### config.mk
export PLATFORM = sky130hd
export DESIGN_NAME = escape_sequence_unescaper
export DESIGN_NICKNAME = d
export VERILOG_FILES = /design/src/rtl/unesc_pkg.sv /design/src/rtl/unesc_decode.sv /design/src/rtl/unesc_outbuf.sv /design/src/rtl/escape_sequence_unescaper.sv
export SDC_FILE = /design/constraint.sdc
export NUM_CORES = 1
export LEC_CHECK = 0
export BUFFER_PORTS_ARGS = -buffer_cell sky130_fd_sc_hd__buf_2
export CELL_PAD_IN_SITES_DETAIL_PLACEMENT = 0
export CELL_PAD_IN_SITES_GLOBAL_PLACEMENT = 1
export CORE_ASPECT_RATIO = 1.5
export CORE_UTILIZATION = 51
export CTS_BUF_LIST = sky130_fd_sc_hd__clkbuf_8
export CTS_CLUSTER_SIZE = 40
export DETAILED_ROUTE_END_ITERATION = 6
export PLACE_DENSITY = 0.86
export SYNTH_ARGS = -nofsm -noshare
export SYNTH_HDL_FRONTEND = slang
export SYNTH_SLANG_ARGS = --single-unit
### constraint.sdc
create_clock -name aclk -period 8.1 [get_ports aclk]
set_clock_uncertainty 0.2 [all_clocks]
set_input_delay 0.81 -clock aclk [delete_from_list [all_inputs] [get_ports aclk]]
set_output_delay 0.81 -clock aclk [all_outputs]
set_load 0.02 [all_outputs]
### src/rtl/unesc_pkg.sv
// Shared types, codes and helper functions for the escape sequence unescaper.
// No dependencies; imported by every module of the block.
package unesc_pkg;

    // Decoder modes
    localparam logic [1:0] MODE_NORMAL = 2'd0;
    localparam logic [1:0] MODE_ESC    = 2'd1;
    localparam logic [1:0] MODE_HEX    = 2'd2;
    localparam logic [1:0] MODE_CONT   = 2'd3;

    // Status codes reported on the final result of a string
    localparam logic [3:0] ST_OK          = 4'd0;
    localparam logic [3:0] ST_SPECIAL     = 4'd1;
    localparam logic [3:0] ST_BARE_NL     = 4'd2;
    localparam logic [3:0] ST_BAD_ESC     = 4'd3;
    localparam logic [3:0] ST_ESC_AT_END  = 4'd4;
    localparam logic [3:0] ST_BAD_HEX     = 4'd5;
    localparam logic [3:0] ST_CODE_BIG    = 4'd6;
    localparam logic [3:0] ST_TEXT_AFTER  = 4'd7;
    localparam logic [3:0] ST_NO_MULTI    = 4'd8;
    localparam logic [3:0] ST_NON_ASCII   = 4'd9;

    // Configuration register indexes
    localparam logic [1:0] REG_COMMENT      = 2'd0;
    localparam logic [1:0] REG_SEPARATOR    = 2'd1;
    localparam logic [1:0] REG_MULTILINE    = 2'd2;
    localparam logic [1:0] REG_UTF8_ALLOWED = 2'd3;

    // Configuration reset values
    localparam logic [7:0] RST_COMMENT   = 8'd59;
    localparam logic [7:0] RST_SEPARATOR = 8'd61;

    // Character codes
    localparam logic [7:0] CH_BACKSLASH = 8'h5C;
    localparam logic [7:0] CH_LBRACKET  = 8'h5B;
    localparam logic [7:0] CH_RBRACKET  = 8'h5D;
    localparam logic [7:0] CH_QUOTE     = 8'h27;
    localparam logic [7:0] CH_DQUOTE    = 8'h22;
    localparam logic [7:0] CH_SPACE     = 8'h20;
    localparam logic [7:0] CH_TAB       = 8'h09;
    localparam logic [7:0] CH_LF        = 8'h0A;
    localparam logic [7:0] CH_CR        = 8'h0D;
    localparam logic [7:0] CH_BEL       = 8'h07;
    localparam logic [7:0] CH_BS        = 8'h08;
    localparam logic [7:0] CH_FF        = 8'h0C;
    localparam logic [7:0] CH_VT        = 8'h0B;
    localparam logic [7:0] CH_A_LO      = 8'h61;
    localparam logic [7:0] CH_B_LO      = 8'h62;
    localparam logic [7:0] CH_F_LO      = 8'h66;
    localparam logic [7:0] CH_N_LO      = 8'h6E;
    localparam logic [7:0] CH_R_LO      = 8'h72;
    localparam logic [7:0] CH_T_LO      = 8'h74;
    localparam logic [7:0] CH_V_LO      = 8'h76;
    localparam logic [7:0] CH_X_LO      = 8'h78;
    localparam logic [7:0] CH_X_UP      = 8'h58;

    // UTF-8 range limits
    localparam logic [23:0] CP_MAX_1B = 24'h00007F;
    localparam logic [23:0] CP_MAX_2B = 24'h0007FF;
    localparam logic [23:0] CP_MAX_3B = 24'h00FFFF;
    localparam logic [23:0] CP_MAX    = 24'h10FFFF;

    // Number of hex digits in a code point escape
    localparam logic [2:0] HEX_DIGITS = 3'd6;

    typedef struct packed {
        logic [7:0] comment_byte;
        logic [7:0] separator_byte;
        logic       multiline_enable;
        logic       utf8_allowed;
    } cfg_t;

    // Results caused by one request: bytes[0] goes out first
    typedef struct packed {
        logic [3:0][7:0] bytes;
        logic [2:0]      cnt;     // number of result items, 0 to 4
        logic            data;    // items carry bytes
        logic            done;    // final item ends the string
        logic [3:0]      status;
    } res_t;

    typedef struct packed {
        logic [3:0][7:0] bytes;
        logic [2:0]      cnt;
        logic            big;
    } enc_t;

    typedef struct packed {
        logic       ok;
        logic [3:0] val;
    } hex_t;

    function automatic hex_t hex_value(input logic [7:0] b);
        hex_t h;
        h.ok  = 1'b1;
        h.val = 4'd0;
        if (b >= 8'h30 && b <= 8'h39) begin
            h.val = 4'(b - 8'h30);
        end else if (b >= 8'h41 && b <= 8'h46) begin
            h.val = 4'(b - 8'h37);
        end else if (b >= 8'h61 && b <= 8'h66) begin
            h.val = 4'(b - 8'h57);
        end else begin
            h.ok = 1'b0;
        end
        return h;
    endfunction

    // UTF-8 encode; a zero code point gives no byte
    function automatic enc_t utf8_encode(input logic [23:0] cp);
        enc_t e;
        e.bytes = '0;
        e.cnt   = 3'd0;
        e.big   = 1'b0;
        if (cp > CP_MAX) begin
            e.big = 1'b1;
        end else if (cp <= CP_MAX_1B) begin
            e.bytes[0] = cp[7:0];
            e.cnt      = (cp != 24'd0) ? 3'd1 : 3'd0;
        end else if (cp <= CP_MAX_2B) begin
            e.bytes[0] = {3'b110, cp[10:6]};
            e.bytes[1] = {2'b10, cp[5:0]};
            e.cnt      = 3'd2;
        end else if (cp <= CP_MAX_3B) begin
            e.bytes[0] = {4'b1110, cp[15:12]};
            e.bytes[1] = {2'b10, cp[11:6]};
            e.bytes[2] = {2'b10, cp[5:0]};
            e.cnt      = 3'd3;
        end else begin
            e.bytes[0] = {5'b11110, cp[20:18]};
            e.bytes[1] = {2'b10, cp[17:12]};
            e.bytes[2] = {2'b10, cp[11:6]};
            e.bytes[3] = {2'b10, cp[5:0]};
            e.cnt      = 3'd4;
        end
        return e;
    endfunction

endpackage

### src/rtl/unesc_decode.sv
// Per-byte escape decoder: mode state, hex accumulator and sticky error.
// Depends on unesc_pkg.
module unesc_decode
    import unesc_pkg::*;
(
    input  logic       aclk,
    input  logic       aresetn,
    input  cfg_t       cfg,
    input  logic       accept,
    input  logic [7:0] in_byte,
    input  logic       is_last,
    output res_t       res
);

    logic [1:0]  mode_reg, mode_next;
    logic [2:0]  hex_cnt_reg, hex_cnt_next;
    logic [23:0] cp_reg, cp_next;
    logic [3:0]  err_reg, err_next;

    logic [3:0][7:0] cand;
    logic [2:0]      cand_n;
    logic [3:0]      perr;
    logic [3:0]      err1;
    logic [3:0]      err_all;
    logic [2:0]      n_out;
    logic            special;
    logic            is_nl;
    logic            is_sp;
    logic            wide;
    logic [23:0]     cp_shift;
    hex_t            hx;
    enc_t            enc;

    assign special = (in_byte == CH_LBRACKET) || (in_byte == CH_RBRACKET) ||
                     (in_byte == CH_BACKSLASH) || (in_byte == CH_QUOTE) ||
                     (in_byte == CH_DQUOTE) || (in_byte == cfg.comment_byte) ||
                     (in_byte == cfg.separator_byte);
    assign is_nl    = (in_byte == CH_LF) || (in_byte == CH_CR);
    assign is_sp    = (in_byte == CH_SPACE) || (in_byte == CH_TAB);
    assign hx       = hex_value(in_byte);
    assign cp_shift = {cp_reg[19:0], hx.val};
    assign enc      = utf8_encode(cp_shift);

    // Decode one byte against the current mode
    always_comb begin
        mode_next    = mode_reg;
        hex_cnt_next = hex_cnt_reg;
        cp_next      = cp_reg;
        cand         = '0;
        cand_n       = 3'd0;
        perr         = ST_OK;
        case (mode_reg)
            MODE_NORMAL: begin
                if (in_byte == CH_BACKSLASH) begin
                    mode_next = MODE_ESC;
                end else if (special) begin
                    perr = ST_SPECIAL;
                end else if (is_nl && cfg.multiline_enable) begin
                    perr = ST_BARE_NL;
                end else begin
                    cand[0] = in_byte;
                    cand_n  = 3'd1;
                end
            end
            MODE_ESC: begin
                mode_next = MODE_NORMAL;
                cand_n    = 3'd1;
                // Reserved bytes stand for themselves ahead of any other meaning
                if (in_byte == cfg.comment_byte || in_byte == cfg.separator_byte) begin
                    cand[0] = in_byte;
                end else begin
                    case (in_byte)
                        CH_A_LO: cand[0] = CH_BEL;
                        CH_B_LO: cand[0] = CH_BS;
                        CH_F_LO: cand[0] = CH_FF;
                        CH_N_LO: cand[0] = CH_LF;
                        CH_R_LO: cand[0] = CH_CR;
                        CH_T_LO: cand[0] = CH_TAB;
                        CH_V_LO: cand[0] = CH_VT;
                        CH_LBRACKET, CH_RBRACKET, CH_QUOTE, CH_DQUOTE, CH_BACKSLASH: begin
                            cand[0] = in_byte;
                        end
                        CH_X_LO, CH_X_UP: begin
                            cand_n       = 3'd0;
                            mode_next    = MODE_HEX;
                            hex_cnt_next = 3'd0;
                            cp_next      = 24'd0;
                        end
                        CH_SPACE, CH_TAB, CH_LF, CH_CR: begin
                            if (!cfg.multiline_enable) begin
                                cand_n = 3'd0;
                                perr   = ST_NO_MULTI;
                            end else if (is_nl) begin
                                cand[0] = CH_LF;
                            end else begin
                                cand_n    = 3'd0;
                                mode_next = MODE_CONT;
                            end
                        end
                        default: begin
                            cand_n = 3'd0;
                            perr   = ST_BAD_ESC;
                        end
                    endcase
                end
            end
            MODE_HEX: begin
                if (!hx.ok) begin
                    perr = ST_BAD_HEX;
                end else begin
                    cp_next      = cp_shift;
                    hex_cnt_next = hex_cnt_reg + 3'd1;
                    if (hex_cnt_next >= HEX_DIGITS) begin
                        mode_next = MODE_NORMAL;
                        if (enc.big) begin
                            perr = ST_CODE_BIG;
                        end else begin
                            cand   = enc.bytes;
                            cand_n = enc.cnt;
                        end
                    end
                end
            end
            default: begin
                // Continuation: only spacing up to the newline
                if (is_sp) begin
                    mode_next = MODE_CONT;
                end else if (is_nl) begin
                    mode_next = MODE_NORMAL;
                    cand[0]   = CH_LF;
                    cand_n    = 3'd1;
                end else begin
                    perr = ST_TEXT_AFTER;
                end
            end
        endcase
    end

    // Flag bytes above 127 when UTF-8 output is off
    always_comb begin
        wide = 1'b0;
        for (int i = 0; i < 4; i++) begin
            if (3'(i) < cand_n && cand[i][7]) begin
                wide = 1'b1;
            end
        end
    end

    // Merge errors, close the string on the final byte
    always_comb begin
        logic [3:0][7:0] outb;
        logic [2:0]      outn;
        outb = cand;
        outn = cand_n;
        if (perr != ST_OK) begin
            err1 = perr;
        end else if (!cfg.utf8_allowed && wide) begin
            err1 = ST_NON_ASCII;
        end else begin
            err1 = ST_OK;
        end
        if (is_last && err1 == ST_OK) begin
            case (mode_next)
                MODE_ESC:  err1 = ST_ESC_AT_END;
                MODE_HEX:  err1 = ST_BAD_HEX;
                MODE_CONT: begin
                    // Continuation mode never leaves a byte from this request
                    outb[0] = CH_LF;
                    outn    = 3'd1;
                end
                default: ;
            endcase
        end
        err_all = (err_reg != ST_OK) ? err_reg : err1;
        n_out   = (err_all != ST_OK) ? 3'd0 : outn;

        res.bytes  = outb;
        res.data   = (n_out != 3'd0);
        res.done   = is_last;
        res.status = is_last ? err_all : ST_OK;
        if (is_last && n_out == 3'd0) begin
            res.bytes = '0;
            res.cnt   = 3'd1;
        end else begin
            res.cnt   = n_out;
        end
    end

    // Advance state; a pending error freezes it until the final byte
    always_ff @(posedge aclk) begin
        if (!aresetn) begin
            mode_reg    <= MODE_NORMAL;
            hex_cnt_reg <= 3'd0;
            cp_reg      <= 24'd0;
            err_reg     <= ST_OK;
        end else if (accept) begin
            if (is_last) begin
                mode_reg    <= MODE_NORMAL;
                hex_cnt_reg <= 3'd0;
                cp_reg      <= 24'd0;
                err_reg     <= ST_OK;
            end else if (err_reg == ST_OK) begin
                mode_reg    <= mode_next;
                hex_cnt_reg <= hex_cnt_next;
                cp_reg      <= cp_next;
                err_reg     <= err_next;
            end
        end
    end

    assign err_next = err_all;

endmodule

### src/rtl/unesc_outbuf.sv
// Result register: holds the results of one request and hands them out
// one per cycle while m_ready is high. Depends on unesc_pkg.
module unesc_outbuf
    import unesc_pkg::*;
(
    input  logic       aclk,
    input  logic       aresetn,
    input  logic       load,
    input  res_t       res,
    output logic       load_ready,
    output logic       m_valid,
    input  logic       m_ready,
    output logic [7:0] m_out_byte,
    output logic       m_byte_valid,
    output logic       m_done_res,
    output logic [3:0] m_status
);

    logic [3:0][7:0] bytes_reg;
    logic [2:0]      left_reg;
    logic            data_reg;
    logic            done_reg;
    logic [3:0]      status_reg;
    logic            final_item;

    assign m_valid    = (left_reg != 3'd0);
    assign final_item = (left_reg == 3'd1);
    assign load_ready = !m_valid || (m_ready && final_item);

    assign m_out_byte   = data_reg ? bytes_reg[0] : 8'd0;
    assign m_byte_valid = data_reg;
    assign m_done_res   = done_reg && final_item;
    assign m_status     = (done_reg && final_item) ? status_reg : ST_OK;

    // Item count is control state
    always_ff @(posedge aclk) begin
        if (!aresetn) begin
            left_reg <= 3'd0;
        end else if (load) begin
            left_reg <= res.cnt;
        end else if (m_valid && m_ready) begin
            left_reg <= left_reg - 3'd1;
        end
    end

    // Load a new result set or shift the next byte to the front
    always_ff @(posedge aclk) begin
        if (load) begin
            bytes_reg  <= res.bytes;
            data_reg   <= res.data;
            done_reg   <= res.done;
            status_reg <= res.status;
        end else if (m_valid && m_ready) begin
            bytes_reg  <= {8'd0, bytes_reg[3:1]};
        end
    end

endmodule

### src/rtl/escape_sequence_unescaper.sv
// Top level of the escape sequence unescaper: configuration registers,
// byte decoder and result register. Depends on unesc_pkg, unesc_decode, unesc_outbuf.
//
// Usage:
//   Raw bytes of one value string enter on the s_ channel, s_is_last set on
//   the final byte. Unescaped bytes leave on the m_ channel, one per handshake.
//   A raw byte causes zero to four results (a hex escape gives up to four
//   UTF-8 bytes). The final byte always causes at least one result, and its
//   last result carries m_done_res and m_status; a result with
//   m_byte_valid low carries only the status.
//   A result appears in the cycle after its raw byte is taken.
//   Throughput: one raw byte per cycle while each causes at most one result and
//   m_ready is high; a byte causing more results holds the input until the
//   single result register, draining one item per cycle, hands out its last.
//   When m_ready is low the result register holds and s_ready drops once the
//   results of the previous byte are not all taken.
//   Configuration is written through cfg_wr_en / cfg_index / cfg_wr_data
//   while idle. Reset restores the register defaults (comment 59, equals 61,
//   multiline on, UTF-8 allowed) and empties the result register.
module escape_sequence_unescaper
    import unesc_pkg::*;
(
    input  logic       aclk,
    input  logic       aresetn,
    input  logic       s_valid,
    output logic       s_ready,
    input  logic [7:0] s_in_byte,
    input  logic       s_is_last,
    output logic       m_valid,
    input  logic       m_ready,
    output logic [7:0] m_out_byte,
    output logic       m_byte_valid,
    output logic       m_done_res,
    output logic [3:0] m_status,
    input  logic       cfg_wr_en,
    input  logic [1:0] cfg_index,
    input  logic [7:0] cfg_wr_data
);

    cfg_t cfg_reg;
    res_t res;
    logic accept;

    assign accept = s_valid && s_ready;

    // Configuration registers
    always_ff @(posedge aclk) begin
        if (!aresetn) begin
            cfg_reg.comment_byte     <= RST_COMMENT;
            cfg_reg.separator_byte   <= RST_SEPARATOR;
            cfg_reg.multiline_enable <= 1'b1;
            cfg_reg.utf8_allowed     <= 1'b1;
        end else if (cfg_wr_en) begin
            case (cfg_index)
                REG_COMMENT:      cfg_reg.comment_byte     <= cfg_wr_data;
                REG_SEPARATOR:    cfg_reg.separator_byte   <= cfg_wr_data;
                REG_MULTILINE:    cfg_reg.multiline_enable <= cfg_wr_data[0];
                REG_UTF8_ALLOWED: cfg_reg.utf8_allowed     <= cfg_wr_data[0];
                default: ;
            endcase
        end
    end

    unesc_decode u_decode (
        .aclk    (aclk),
        .aresetn (aresetn),
        .cfg     (cfg_reg),
        .accept  (accept),
        .in_byte (s_in_byte),
        .is_last (s_is_last),
        .res     (res)
    );

    unesc_outbuf u_outbuf (
        .aclk         (aclk),
        .aresetn      (aresetn),
        .load         (accept),
        .res          (res),
        .load_ready   (s_ready),
        .m_valid      (m_valid),
        .m_ready      (m_ready),
        .m_out_byte   (m_out_byte),
        .m_byte_valid (m_byte_valid),
        .m_done_res   (m_done_res),
        .m_status     (m_status)
    );

endmodule

* Word-level counts from Yosys, hierarchy flattened
Index checks and enable logic that the tools add are counted.
** Word-level totals
- Word-level logic and storage cells :: 223
- Bits in registers :: 88
- Output and inout port bits :: 16
** Operators by class
- Mux-type cells :: 103
- $lt $le $gt $ge :: 15
- Reduce and logical (&&, ||, !) cells :: 52
- Eq/ne operators :: 32
- Add/subtract/negate cells :: 5
** Operator list (number)
- $mux 32 :: 6
- $mux 20 :: 5
- $eq 8x7->1 const B :: 12
- $mux 27 :: 3
- $mux 8 :: 10
- $pmux 8 s9 :: 1
- $mux 4 :: 17
- $mux 3 :: 22
- $mux 24 :: 2
- $pmux 20 s2 :: 1
- $mux 35 :: 1
- $mux 25 :: 1
- $eq 8x4->1 const B :: 3
- $eq 8x6->1 const B :: 3
- $gt 24x21->1 const B :: 1
- $le 24x11->1 const B :: 1
- $le 24x16->1 const B :: 1
- $le 24x7->1 const B :: 1
- $pmux 8 s3 :: 1
- $reduce_bool 24->1 :: 1
- $mux 2 :: 11
- $mux 19 :: 1
- $eq 8x8->1 :: 2
- $ge 8x7->1 const B :: 2
- other kinds (40) :: 98

* Longest topological paths before layout
Gate-level depths: netlist of the first run.
- Depth after elaboration :: 36
- Gate-level depth with buffers :: 18

* Modules after synthesis
A second synthesis of the first run with hierarchy kept.
** Second synthesis, totals
- Cells, all modules :: 666
- Area total of the unflattened synthesis :: 5975.7 µm²
** By module, submodules not included
- unesc_decode :: cells an instance 476, area each 3399.5 µm², times used 1, seq. area each 580.6 µm²
- unesc_outbuf :: cells an instance 116, area each 1819.2 µm², times used 1, seq. area each 1201.2 µm²
- escape_sequence_unescaper :: cells an instance 74, area each 757.0 µm², times used 1, seq. area each 360.3 µm²

* Worst setup path before layout of the first run
No wires, ideal clock.
- Kind :: input-to-reg
- From :: input s_in_byte[1]
- To :: register u_outbuf.bytes_reg[19] (netlist name), data pin
- Stages :: 16
- Data required time :: 7.755 ns
- Setup slack :: 4.057 ns
- Data arrival time :: 3.699 ns
- Cells stage by stage :: clkbuf_1 inv_1 ha_1 clkbuf_1 and2_1 a31o_2 a31o_2 o21ai_0 ha_1 nand2_1 nand2_1 nor3_2 nand3_2 a21o_1 buf_2 o21ai_1
** Between the ends
- Cells in the longest elaborated chain, start to end :: 36
- Elaborated cells on any way between the ends :: 144
- Those cells by class :: add/sub: 3; order compare: 14; eq/ne: 23; mux: 74; reduce/logical: 30
** RTL lines
- start: declaration :: RTL line escape_sequence_unescaper.sv:27 : input logic [7:0] s_in_byte,
- $ge 8x7->1 or $le 8x7->1 (tied branches) :: RTL line unesc_pkg.sv:101 : end else if (b >= 8'h61 && b <= 8'h66) begin
- $logic_and 1x1->1 :: RTL line unesc_pkg.sv:101
- $mux 4 :: RTL line unesc_pkg.sv:101
- $mux 4 :: RTL line unesc_pkg.sv:99 : end else if (b >= 8'h41 && b <= 8'h46) begin
- $mux 4 :: RTL line unesc_pkg.sv:97 : if (b >= 8'h30 && b <= 8'h39) begin
- $le 24x16->1 :: RTL line unesc_pkg.sv:124 : end else if (cp <= CP_MAX_3B) begin
- $mux 25 :: RTL line unesc_pkg.sv:124
- $mux 27 :: RTL line unesc_pkg.sv:120 : end else if (cp <= CP_MAX_2B) begin
- (+20 left out)
- $mux 4 :: RTL line unesc_decode.sv:162 : if (is_last && err1 == ST_OK) begin
- $mux 4 :: RTL line unesc_decode.sv:174 : err_all = (err_reg != ST_OK) ? err_reg : err1;
- $reduce_bool 4->1 :: RTL line unesc_decode.sv:175 : n_out = (err_all != ST_OK) ? 3'd0 : outn;
- $mux 3 :: RTL line unesc_decode.sv:175
- $logic_not 3->1 :: RTL line unesc_decode.sv:181 : if (is_last && n_out == 3'd0) begin
- $logic_and 1x1->1 :: RTL line unesc_decode.sv:181
- $mux 32 * :: RTL line unesc_decode.sv:181
- $mux 32 * :: RTL line unesc_outbuf.sv:48 : if (load) begin
- end signal: assignment :: RTL line unesc_outbuf.sv:49 : bytes_reg <= res.bytes;
- end signal: assignment :: RTL line unesc_outbuf.sv:54 : bytes_reg <= {8'd0, bytes_reg[3:1]};
- end: declaration :: RTL line unesc_outbuf.sv:19 : logic [3:0][7:0] bytes_reg;
Mark *: on every way between the ends. The rest lies on a longest branch, timed or not. The select of a mux whose other input is x is not followed.
A chain may end at the register's enable or synchronous reset.

* Worst setup path after layout of the first run
- From :: input s_in_byte[0]
- To :: register u_outbuf.bytes_reg[11] (netlist name), data pin
Same word-level chain as after synthesis.

==> impl_metrics.toml, run 1 <==
[status]
outcome = "finished clean"

[setup_path]
critical_path_peak_fanout = 14
cp_slowest_cell = "sky130_fd_sc_hd__o21ai_0"
timing.critical_path.to_type = "flop"
cp_num_buf_inv = 2
crit_chain = "buf_2 > inv_1 > ha_1 > nand2_1 > o2111a_1 > o21ai_0 > a31oi_1 > a21oi_1 > nand2_1 > ha_1 > nand2_1 > nand2_1 > nor3_2 > nand3_2 > a21o_1 > o21ai_0"
timing.critical_path.required_ns = 8.13
crit_path_max_incr_delay_ns = 0.38
critical_path_class = "in -> reg"
arrival_ns = 4.22
critPathMostFrequentCell = "sky130_fd_sc_hd__nand2_1"
critPathLaunchType = "input port"
cpLargestDelayFamily = "compound AO/OA/AOI/OAI gates"

[placed_design]
port_buffer_count = 39
routabilityCongestion = 0.910
estimated_wirelength_of_the_detail_placed_design_um = 10300

[floorplan]
dieWidth_um = 85.9
initial_core_util = 0.529
die_h_um = 128
floorplan.rows = 45
ios = 40
floorplan.core_area_um2 = 10200
die_area_um2 = 11000

[route]
routedWlPerCell_um = 17.0
drc = 0
avgViaCountPerCell = 5.95
first_pass_iters = 5
ant_nets = 0
first_iter_violations = 381
routed_wl_um = 13800
vias = 4828

[sta]
max_slew_margin = 0.147
report.final.setup_viol = 0
clock.fmax_ghz = 0.239
finalSetupTns_ns = 0
tightestPinTransition_ns = 1.27
report.final.slew_viol_count = 0
setup_repair_after_global_routing_missed_its_margin = "no"
period_needed_ns = 4.19
post-route-period-util = 0.518
hold_viol_final = 0

[logic_synthesis]
synth.cell_area_um2 = 5390
syn_nets = 685
synth-compound-area-share = 0.221
synth-adder-area-share = 0.0255
netlist-cell-type-count = 76
synth-main-ff-cell = "sky130_fd_sc_hd__dfxtp_1"
largest_family_of_logic_cells_by_synthesized_area = "simple AND/OR/NAND/NOR gates"
synth_seq_cells = 85
muxShareOfSynthArea = 0.00975
synth_simple_gate_area_frac = 0.290
synthesis.area_per_instance_um2 = 8.29
syn_inst = 650
ys_seq_area_frac = 0.381
yosysWarningCount = 0
xor_xnor_share_of_the_synthesized_area = 0.0309
fraction_of_registers_with_async_set_or_reset_after_synthesis = 0
synth-edff-count = 35

[pwr]
power_mw = 1.13
comb_power_share = 0.236
clock_power_share = 0.273
internal_power_mw = 0.770
power.density_nw_per_um2 = 194
p_sw_frac = 0.319
netSwitchingPower_mw = 0.360
ir_drop_mv = 0.0998
p_leak_nw = 2.27
pwr-share-seq = 0.491

[layout]
largest_reg_flops = 29
ff_latch_area_um2 = 2050
layout.cells.most_common = "sky130_fd_sc_hd__nand2_1"
most-common-layout-cells = "sky130_fd_sc_hd__nand2_1 (105), sky130_fd_sc_hd__nor2_1 (50), sky130_fd_sc_hd__dfxtp_1 (50), sky130_fd_sc_hd__nand3_1 (43), sky130_fd_sc_hd__buf_2 (39)"
flow.area_growth_from_synthesis_pct = 7.89
num-nets-final = 700
layout-drive-gt1-share = 0.125
multiInputGateArea_um2 = 3110
num_antenna_cells = 0
layout_fillers = 1000

[grt]
grt-ovfl-total = 0
largest_net_degree_at_the_start_of_global_routing = 49
globalRouteTotalUtil = 0.265
antenna_violations_before_repair = 0
number_of_global_route_vias_before_repair = 4509
wire_length_of_the_first_global_routing_pass_um = 22700

[clock_tree]
clock_sink_count = 85
cts-resized-gates = 0
clk-insertion-delay-late_ns = 0.38
cts_htree_levels = 3
clk_root_buffer_cell = "sky130_fd_sc_hd__clkbuf_8"
cts.reportedPaths.clkPinSlew_ns = 0.09
cts_max_path_buffers = 2
numCtsBuffers = 9
cts_setup_buffers = 0
tritoncts = "yes"
cts_hold_repair.buffers = 0

[run]
max_cap_viol_count = 0

[worst_hold_path]
timing.hold.worst.class = "reg -> reg"
-- path summary, 6_finish.rpt --
path	startpoint	cells after the start	endpoint	slack, ns
worst max-delay path	s_in_byte[0]	16	u_outbuf.bytes_reg[11]	3.91
worst min-delay path	u_decode.cp_reg[18]	2	u_decode.cp_reg[18]	0.27
worst max register to register	cfg_reg[11]	14	u_outbuf.bytes_reg[11]	4.46
worst min register to register	u_decode.cp_reg[18]	2	u_decode.cp_reg[18]	0.27
-- cells in the mapped netlist, drive strengths merged, types with 10 or more instances --
library cell | number | share of area
and2 | 20 | 0.023
a21oi | 40 | 0.040
inv | 14 | 0.0098
nand2 | 105 | 0.073
a21boi | 25 | 0.035
nor3 | 26 | 0.026
clkbuf | 25 | 0.017
buf | 13 | 0.014
ha | 11 | 0.026
nor2 | 50 | 0.035
nor2b | 11 | 0.014
nor4 | 10 | 0.013
edfxtp | 35 | 0.20
xor2 | 19 | 0.031
dfxtp | 50 | 0.19
nand3 | 46 | 0.046
o21ai | 31 | 0.029
-- layer usage --
| layer | vias to the layer above | track usage | share of wire | wire [um] |
|---|---|---|---|---|
| met3 | 33 | 0.0438 | 0.036 | 496 |
| met4 | 0 | 0.117 | 0.032 | 437 |
| li1 | 2391 | - | - | - |
| met2 | 120 | 0.463 | 0.51 | 6990 |
| met1 | 2284 | 0.315 | 0.42 | 5850 |
| met5 | - | 0 | 0 | 0 |
-- metrics by stage --
step	hold WS [ns]	instance area (um2)	worst slack, ns	utilization	instances
finish	0.267	5810	3.91	0.571	811
global route	0.291	5810	3.61	0.571	811
CTS	0.270	5810	3.92	0.571	811
detailed placement	0.257	5610	3.56	0.551	795
global placement	0.248	5610	3.63	0.551	795
floorplan	0.236	5390	4.06	-	650
-- cells by family after synthesis --
group                      after synthesis
adders and majority gates               11
DFF                                     85
xor gates and xnor gates                19
AOI/OAI and AO/OA                      167
buffers and inverters                   53
and+or+nand+nor                        310
muxes                                    5
-- layout make-up --
| type | count | share of cell area |
|---|---|---|
| Timing Repair Buffer | 42 | 0.0374 |
| Multi-Input combinational cell | 512 | 0.535 |
| Inverter | 15 | 0.00968 |
| Tap cell | 141 | 0.0303 |
| Clock inverter | 7 | 0.0131 |
| Sequential cell | 85 | 0.353 |
| Clock buffer | 9 | 0.0213 |
-- worst min-delay path, cell delays in order, from the launching register on --
cell and delay (ns):
sky130_fd_sc_hd__dfxtp_1 0.31, sky130_fd_sc_hd__nand2_1 0.05, sky130_fd_sc_hd__a21boi_0 0.06
-- power groups by stage --
stage | clock [mW] | combinational [mW] | sequential (mW)
finish | 0.309 | 0.267 | 0.555
global route | 0.327 | 0.298 | 0.562
CTS | 0.313 | 0.269 | 0.557
detailed placement | 0 | 0.268 | 0.567
global placement | 0 | 0.263 | 0.563
floorplan | 0 | 0.200 | 0.557
Power figures use the tool's default switching activity.
==> inputs of run 2 (changes only) <==
Settings changed: ABC_AREA from default to 1, CORE_UTILIZATION 51 to 42, PLACE_DENSITY 0.86 to 0.78.
Clock period 8.1 ns to 3.5 ns, I/O delays scaled along.
==> impl_metrics.toml, run 2 <==
[placed_design]
post-place-ws_ns = -0.0659
routabilityCongestion = 0.960
placed_cell_area_um2 = 6560
port_buffer_count = 39
estimated_wirelength_of_the_detail_placed_design_um = 13000
placed_cells = 1056

[sta]
postLayoutSetupSlackWorst_ns = 0.223
clock.fmax_ghz = 0.305
period_needed_ns = 3.28
report.final.setup_viol = 0
report.final.slew_viol_count = 0
hold_viol_final = 0
post-route-period-util = 0.936
tightestPinTransition_ns = 1.19
max_slew_margin = 0.209
setup_repair_after_global_routing_missed_its_margin = "no"

[clock_tree]
clock_sink_count = 85
numCtsBuffers = 9
cts.reportedPaths.clkPinSlew_ns = 0.10
cts_htree_levels = 3
cts_max_path_buffers = 2
clk-insertion-delay-late_ns = 0.37
clk_root_buffer_cell = "sky130_fd_sc_hd__clkbuf_8"
tritoncts = "yes"

[pwr]
p_leak_nw = 3.27
power_mw = 3.89
netSwitchingPower_mw = 1.60
pwr-share-seq = 0.392
ir_drop_mv = 0.293
power.density_nw_per_um2 = 565
p_sw_frac = 0.411
comb_power_share = 0.415
internal_power_mw = 2.29
clock_power_share = 0.192

[layout]
num-nets-final = 945
num_antenna_cells = 0
multiInputGateArea_um2 = 3150
layout_fillers = 1371
largest_reg_flops = 29
layout-drive-gt1-share = 0.266
post_layout_nonfiller_instances = 1077
most-common-layout-cells = "sky130_fd_sc_hd__nand2_1 (208), sky130_fd_sc_hd__inv_1 (104), sky130_fd_sc_hd__buf_4 (65), sky130_fd_sc_hd__nor2_1 (64), sky130_fd_sc_hd__a21oi_1 (47)"
post-route-util = 0.514
finish.instance_area_um2 = 6890
flow.area_growth_from_synthesis_pct = 19.7
ff_latch_area_um2 = 2060
layout.cells.most_common = "sky130_fd_sc_hd__nand2_1"

[worst_hold_path]
timing.hold.worst.class = "in -> reg"
hold_end = "cfg_reg[7]"
hold_path_startpoint = "cfg_wr_data[5]"
min_path_cells = 3

[route]
avgViaCountPerCell = 5.20
ant_nets = 0
first_iter_violations = 214
first_pass_iters = 5
vias = 5601
drc = 0
routed_wl_um = 16300
routedWlPerCell_um = 15.1

[floorplan]
ios = 40
dieWidth_um = 97.6
floorplan.rows = 52
initial_core_util = 0.429
floorplan.core_area_um2 = 13400
die_area_um2 = 14200
die_h_um = 145

[setup_path]
timing.critical_path.required_ns = 3.42
crit_reg_reg_endpoint = "u_outbuf.bytes_reg[25]"
arrival_ns = 3.19
critical_path_peak_fanout = 7
reg2reg_setup_slack_ns = 0.22
timing.reg2reg.worst_path_depth = 25
timing.critical_path.to_type = "flop"
rr_startpoint = "u_decode.hex_cnt_reg[1]"
critical_path_class = "reg -> reg"
critPathLaunchType = "flop"

[logic_synthesis]
fraction_of_registers_with_async_set_or_reset_after_synthesis = 0
synth.cell_area_um2 = 5760
synth_seq_cells = 85
synthMostInstantiatedCell = "sky130_fd_sc_hd__nand2_1"
synthesis.area_per_instance_um2 = 7.08
synthTopCellsByArea = "sky130_fd_sc_hd__edfxtp_1 (18%), sky130_fd_sc_hd__dfxtp_1 (17%), sky130_fd_sc_hd__nand2_1 (14%)"
synth.cells.most_frequent = "sky130_fd_sc_hd__nand2_1 (210), sky130_fd_sc_hd__inv_1 (110), sky130_fd_sc_hd__nor2_1 (68)"
synth-edff-count = 35
synth.largest_area_cell = "sky130_fd_sc_hd__edfxtp_1"
syn_inst = 813
syn_nets = 848
yosysWarningCount = 0
ys_seq_area_frac = 0.357
synth-main-ff-cell = "sky130_fd_sc_hd__dfxtp_1"
synth_top_area_share = 0.183
netlist-cell-type-count = 51

[status]
outcome = "finished clean"

[run]
max_cap_viol_count = 0

[grt]
number_of_global_route_vias_before_repair = 5607
grt-ovfl-total = 0
antenna_violations_before_repair = 0
globalRouteTotalUtil = 0.238
largest_net_degree_at_the_start_of_global_routing = 43
wire_length_of_the_first_global_routing_pass_um = 26900
run 2: cell count changes after synthesis, moves of 18 or more:
| cell | before | now |
|---|---|---|
| sky130_fd_sc_hd__nor2_1 | 50 | 68 |
| sky130_fd_sc_hd__and2_1 | 20 | 1 |
| sky130_fd_sc_hd__nor2_2 | 0 | 24 |
| sky130_fd_sc_hd__a211oi_1 | 4 | 22 |
| sky130_fd_sc_hd__a21boi_0 | 25 | 1 |
| sky130_fd_sc_hd__nand2_1 | 105 | 210 |
| sky130_fd_sc_hd__inv_1 | 13 | 110 |
run 2: power groups by stage:
stage	Combinational [mW]	Clock (mW)	Sequential, mW
floorplan	1.09	0	1.51
global placement	1.58	0	1.54
detailed placement	1.60	0	1.55
CTS	1.60	0.768	1.53
global route	1.81	0.809	1.56
finish	1.62	0.747	1.53
run 2: how the worst max path moves through the flow:
stage                                 start                      to  slack (ns)  cells past startpoint
floorplan                      s_in_byte[1]  u_outbuf.bytes_reg[24]        0.23                     27
global placement               s_in_byte[2]  u_outbuf.bytes_reg[20]       -0.02                     26
detailed placement             s_in_byte[1]  u_outbuf.bytes_reg[18]       -0.07                     28
CTS                 u_decode.hex_cnt_reg[1]  u_outbuf.bytes_reg[18]        0.13                     22
global route        u_decode.hex_cnt_reg[1]  u_outbuf.bytes_reg[25]       0.002                     25
finish              u_decode.hex_cnt_reg[1]  u_outbuf.bytes_reg[25]        0.22                     25
run 2: stage by stage:
step	setup TNS [ns]	hold slack [ns]
5_1_grt	0	0.0232
2_1_floorplan	0	0.243
3_5_place_dp	-0.680	0.259
3_3_place_gp	-0.142	0.255
4_1_cts	0	0.00216
6_report	0	0.00738
run 2: cell type report:
type	count	area share
sequential	85	0.299
clock inverter	6	0.00999
tap	162	0.0294
clock buffer	10	0.0200
inverter	135	0.0756
timing repair buffer	108	0.108
multi-input combinational	571	0.458
run 2: critical path, stage by stage (launching register included):
cell	delay (ns)
sky130_fd_sc_hd__dfxtp_2	0.34
sky130_fd_sc_hd__inv_1	0.06
sky130_fd_sc_hd__ha_1	0.26
sky130_fd_sc_hd__inv_1	0.05
sky130_fd_sc_hd__nor2_2	0.09
sky130_fd_sc_hd__nor2_2	0.06
sky130_fd_sc_hd__buf_4	0.15
sky130_fd_sc_hd__nand2_1	0.06
sky130_fd_sc_hd__nand2_1	0.06
sky130_fd_sc_hd__nand2_1	0.08
sky130_fd_sc_hd__nand2_1	0.09
sky130_fd_sc_hd__nor2_2	0.10
sky130_fd_sc_hd__nand4_1	0.14
sky130_fd_sc_hd__nor2_4	0.19
sky130_fd_sc_hd__buf_4	0.14
sky130_fd_sc_hd__nand3_2	0.06
sky130_fd_sc_hd__nand2_1	0.06
sky130_fd_sc_hd__nand2_1	0.08
sky130_fd_sc_hd__nand3_2	0.16
sky130_fd_sc_hd__nor2_4	0.06
sky130_fd_sc_hd__o31ai_4	0.06
sky130_fd_sc_hd__nand2_4	0.11
sky130_fd_sc_hd__nand2_8	0.13
sky130_fd_sc_hd__inv_8	0.05
sky130_fd_sc_hd__nand3_4	0.13
sky130_fd_sc_hd__nor2_4	0.05
run 2: metal layers:
layer  vias up  part of all wire  track usage
met1      2599              0.38        0.252
met4         0             0.040        0.112
li1       2838                 -            -
met2       131              0.55        0.456
met3        33             0.031       0.0303
met5         -                 0            0
run 2: cells by family (layout without fill, tap and decap cells):
kind of cell / after synthesis / in the layout / share of synthesized area
buf+inv: 158 / 259 / 0.110
compound gates: 142 / 142 / 0.154
fa+ha+maj: 11 / 11 / 0.0239
simple gates: 408 / 409 / 0.342
xor+xnor: 9 / 9 / 0.0137
flops: 85 / 85 / 0.357
run 2: repair_timing:
action,in CTS,in global routing
setup buffers,0,3
hold endpoints to repair,1,0
resized for setup,0,29
endpoints found under the setup margin,0,28
hold buffers,1,0
==> inputs of run 3 (changes only) <==
Settings changed: CORE_UTILIZATION 42 to 50, PLACE_DENSITY 0.78 to 0.87, REMOVE_ABC_BUFFERS from default to 1.
Clock period 3.5 ns to 3.8 ns, I/O delays scaled along.
==> impl_metrics.toml, run 3 (same netlist as run 2, synthesis figures left out) <==
[status]
outcome = "finished clean"

[layout]
post-route-util = 0.575
layout.cells.most_common = "sky130_fd_sc_hd__nand2_1"
most-common-layout-cells = "sky130_fd_sc_hd__nand2_1 (210), sky130_fd_sc_hd__inv_1 (110), sky130_fd_sc_hd__nor2_1 (68), sky130_fd_sc_hd__dfxtp_1 (50), sky130_fd_sc_hd__a21oi_1 (47)"
finish.instance_area_um2 = 6390
num_antenna_cells = 0
layout_fillers = 1080
post_layout_nonfiller_instances = 1012
num-nets-final = 895
largest_reg_flops = 29
flow.area_growth_from_synthesis_pct = 11.0
layout-drive-gt1-share = 0.202

[pwr]
p_sw_frac = 0.421
power.density_nw_per_um2 = 550
power_mw = 3.52
netSwitchingPower_mw = 1.48
p_leak_nw = 3.00
clock_power_share = 0.197
ir_drop_mv = 0.293
comb_power_share = 0.402
pwr-share-seq = 0.400
internal_power_mw = 2.04

[sta]
tightestPinTransition_ns = 1.14
finalSetupTns_ns = 0
report.final.slew_viol_count = 0
setup_repair_after_global_routing_missed_its_margin = "no"
clock.fmax_ghz = 0.282
max_slew_margin = 0.238
report.final.setup_viol = 0
fin_hold_ws_ns = 0.0323
postLayoutSetupSlackWorst_ns = 0.256
period_needed_ns = 3.54
post-route-period-util = 0.933
hold_viol_final = 0

[floorplan]
die_h_um = 133
ios = 40
floorplan.rows = 47
floorplan.core_area_um2 = 11100
die_area_um2 = 12000
initial_core_util = 0.518
dieWidth_um = 89.6

[setup_path]
worst_setup_path_endpoint = "u_outbuf.bytes_reg[15]"
critical_path_cell_count = 18
timing.critical_path.to_type = "flop"
critPathMostFrequentCell = "sky130_fd_sc_hd__nand3_1"
arrival_ns = 3.46
cp_num_buf_inv = 3
crit_path_max_incr_delay_ns = 0.49
crit_path_start = "u_decode.cp_reg[12]"
timing.reg2reg.worst_path_depth = 18
timing.critical_path.required_ns = 3.72
reg2reg_setup_slack_ns = 0.26
cpLargestDelayFamily = "simple AND/OR/NAND/NOR gates"
critical_path_peak_fanout = 16
critical_path_class = "reg -> reg"
crit_reg_reg_endpoint = "u_outbuf.bytes_reg[15]"
crit_chain = "inv_1 > nand3_1 > nor2_2 > nand3_1 > nand3_1 > nor2_1 > nand2_1 > nand3_2 > a21boi_2 > nand3_2 > nand2_2 > inv_2 > o31ai_4 > nand2_4 > nand2_8 > inv_6 > nand2_4 > nand2_1"
cp_slowest_cell = "sky130_fd_sc_hd__nor2_2"
critPathLaunchType = "flop"
rr_startpoint = "u_decode.cp_reg[12]"

[route]
ant_nets = 0
first_iter_violations = 243
routed_wl_um = 15200
vias = 5339
avgViaCountPerCell = 5.28
drc = 0
first_pass_iters = 5
routedWlPerCell_um = 15.0

[run]
max_cap_viol_count = 0

[placed_design]
placed_cells = 996
routabilityCongestion = 0.933
placed_cell_area_um2 = 6170
post-place-ws_ns = 0.0592
estimated_wirelength_of_the_detail_placed_design_um = 12100
port_buffer_count = 39

[worst_hold_path]
timing.hold.worst.class = "in -> reg"

[grt]
antenna_violations_before_repair = 0
grt-ovfl-total = 0
globalRouteTotalUtil = 0.267
number_of_global_route_vias_before_repair = 5128
largest_net_degree_at_the_start_of_global_routing = 36
wire_length_of_the_first_global_routing_pass_um = 24100

[clock_tree]
numCtsBuffers = 9
cts_max_path_buffers = 2
cts-resized-gates = 0
clk-insertion-delay-late_ns = 0.38
clock_sink_count = 85
cts_hold_repair.buffers = 0
tritoncts = "yes"
cts_htree_levels = 3
cts_setup_buffers = 0
cts.reportedPaths.clkPinSlew_ns = 0.10
clk_root_buffer_cell = "sky130_fd_sc_hd__clkbuf_8"
run 3: changes by cell type in the layout (fill, tap and decap cells not counted), sizes merged:
| cell | previous run | this run |
|---|---|---|
| buf | 107 | 59 |
| clkbuf | 10 | 9 |
| clkinvlp | 0 | 1 |
| dlygate4sd3 | 1 | 0 |
| nor2 | 98 | 97 |
run 3: how the worst min path moves through the flow:
stage / depth (start not counted) / to / startpoint
final: 3 / cfg_reg[6] / cfg_wr_data[4]
after detailed placement: 2 / cfg_reg[1] / cfg_reg[1]
after global routing: 3 / cfg_reg[4] / cfg_wr_data[2]
after CTS: 3 / cfg_reg[6] / cfg_wr_data[4]
after global placement: 2 / cfg_reg[1] / cfg_reg[1]
after floorplan: 2 / cfg_reg[0] / cfg_reg[0]
run 3: power by group through the flow:
stage	sequential (mW)	clock (mW)	combinational (mW)
finish	1.41	0.694	1.41
global route	1.43	0.744	1.57
detailed placement	1.43	0	1.41
CTS	1.41	0.704	1.41
floorplan	1.40	0	0.956
global placement	1.42	0	1.38
run 3: final cells by class:
| cell class | count | area [um2] | share of cell area |
|---|---|---|---|
| inverter | 135 | 518 | 0.0811 |
| sequential | 85 | 2050 | 0.321 |
| clock inverter | 7 | 91.3 | 0.0143 |
| tap | 147 | 184 | 0.0288 |
| clock buffer | 9 | 124 | 0.0194 |
| multi-input combinational | 570 | 3080 | 0.481 |
| timing repair buffer | 59 | 345 | 0.0540 |
run 3: worst register-to-register path, stage by stage, from the launching register on:
cell and delay (ns):
sky130_fd_sc_hd__dfxtp_1 0.32, sky130_fd_sc_hd__inv_1 0.11, sky130_fd_sc_hd__nand3_1 0.12, sky130_fd_sc_hd__nor2_2 0.49, sky130_fd_sc_hd__nand3_1 0.29, sky130_fd_sc_hd__nand3_1 0.14
sky130_fd_sc_hd__nor2_1 0.06, sky130_fd_sc_hd__nand2_1 0.12, sky130_fd_sc_hd__nand3_2 0.15, sky130_fd_sc_hd__a21boi_2 0.23, sky130_fd_sc_hd__nand3_2 0.18, sky130_fd_sc_hd__nand2_2 0.13
sky130_fd_sc_hd__inv_2 0.05, sky130_fd_sc_hd__o31ai_4 0.27, sky130_fd_sc_hd__nand2_4 0.12, sky130_fd_sc_hd__nand2_8 0.11, sky130_fd_sc_hd__inv_6 0.05, sky130_fd_sc_hd__nand2_4 0.09
sky130_fd_sc_hd__nand2_1 0.08
run 3: metal layers:
metal / routed length (um) / track usage / part of all wire / vias to the layer above
li1: - / - / - / 2737
met1: 5910 / 0.287 / 0.39 / 2426
met2: 8180 / 0.495 / 0.54 / 144
met3: 552 / 0.0390 / 0.036 / 32
met4: 563 / 0.116 / 0.037 / 0
met5: 0 / 0 / 0 / -
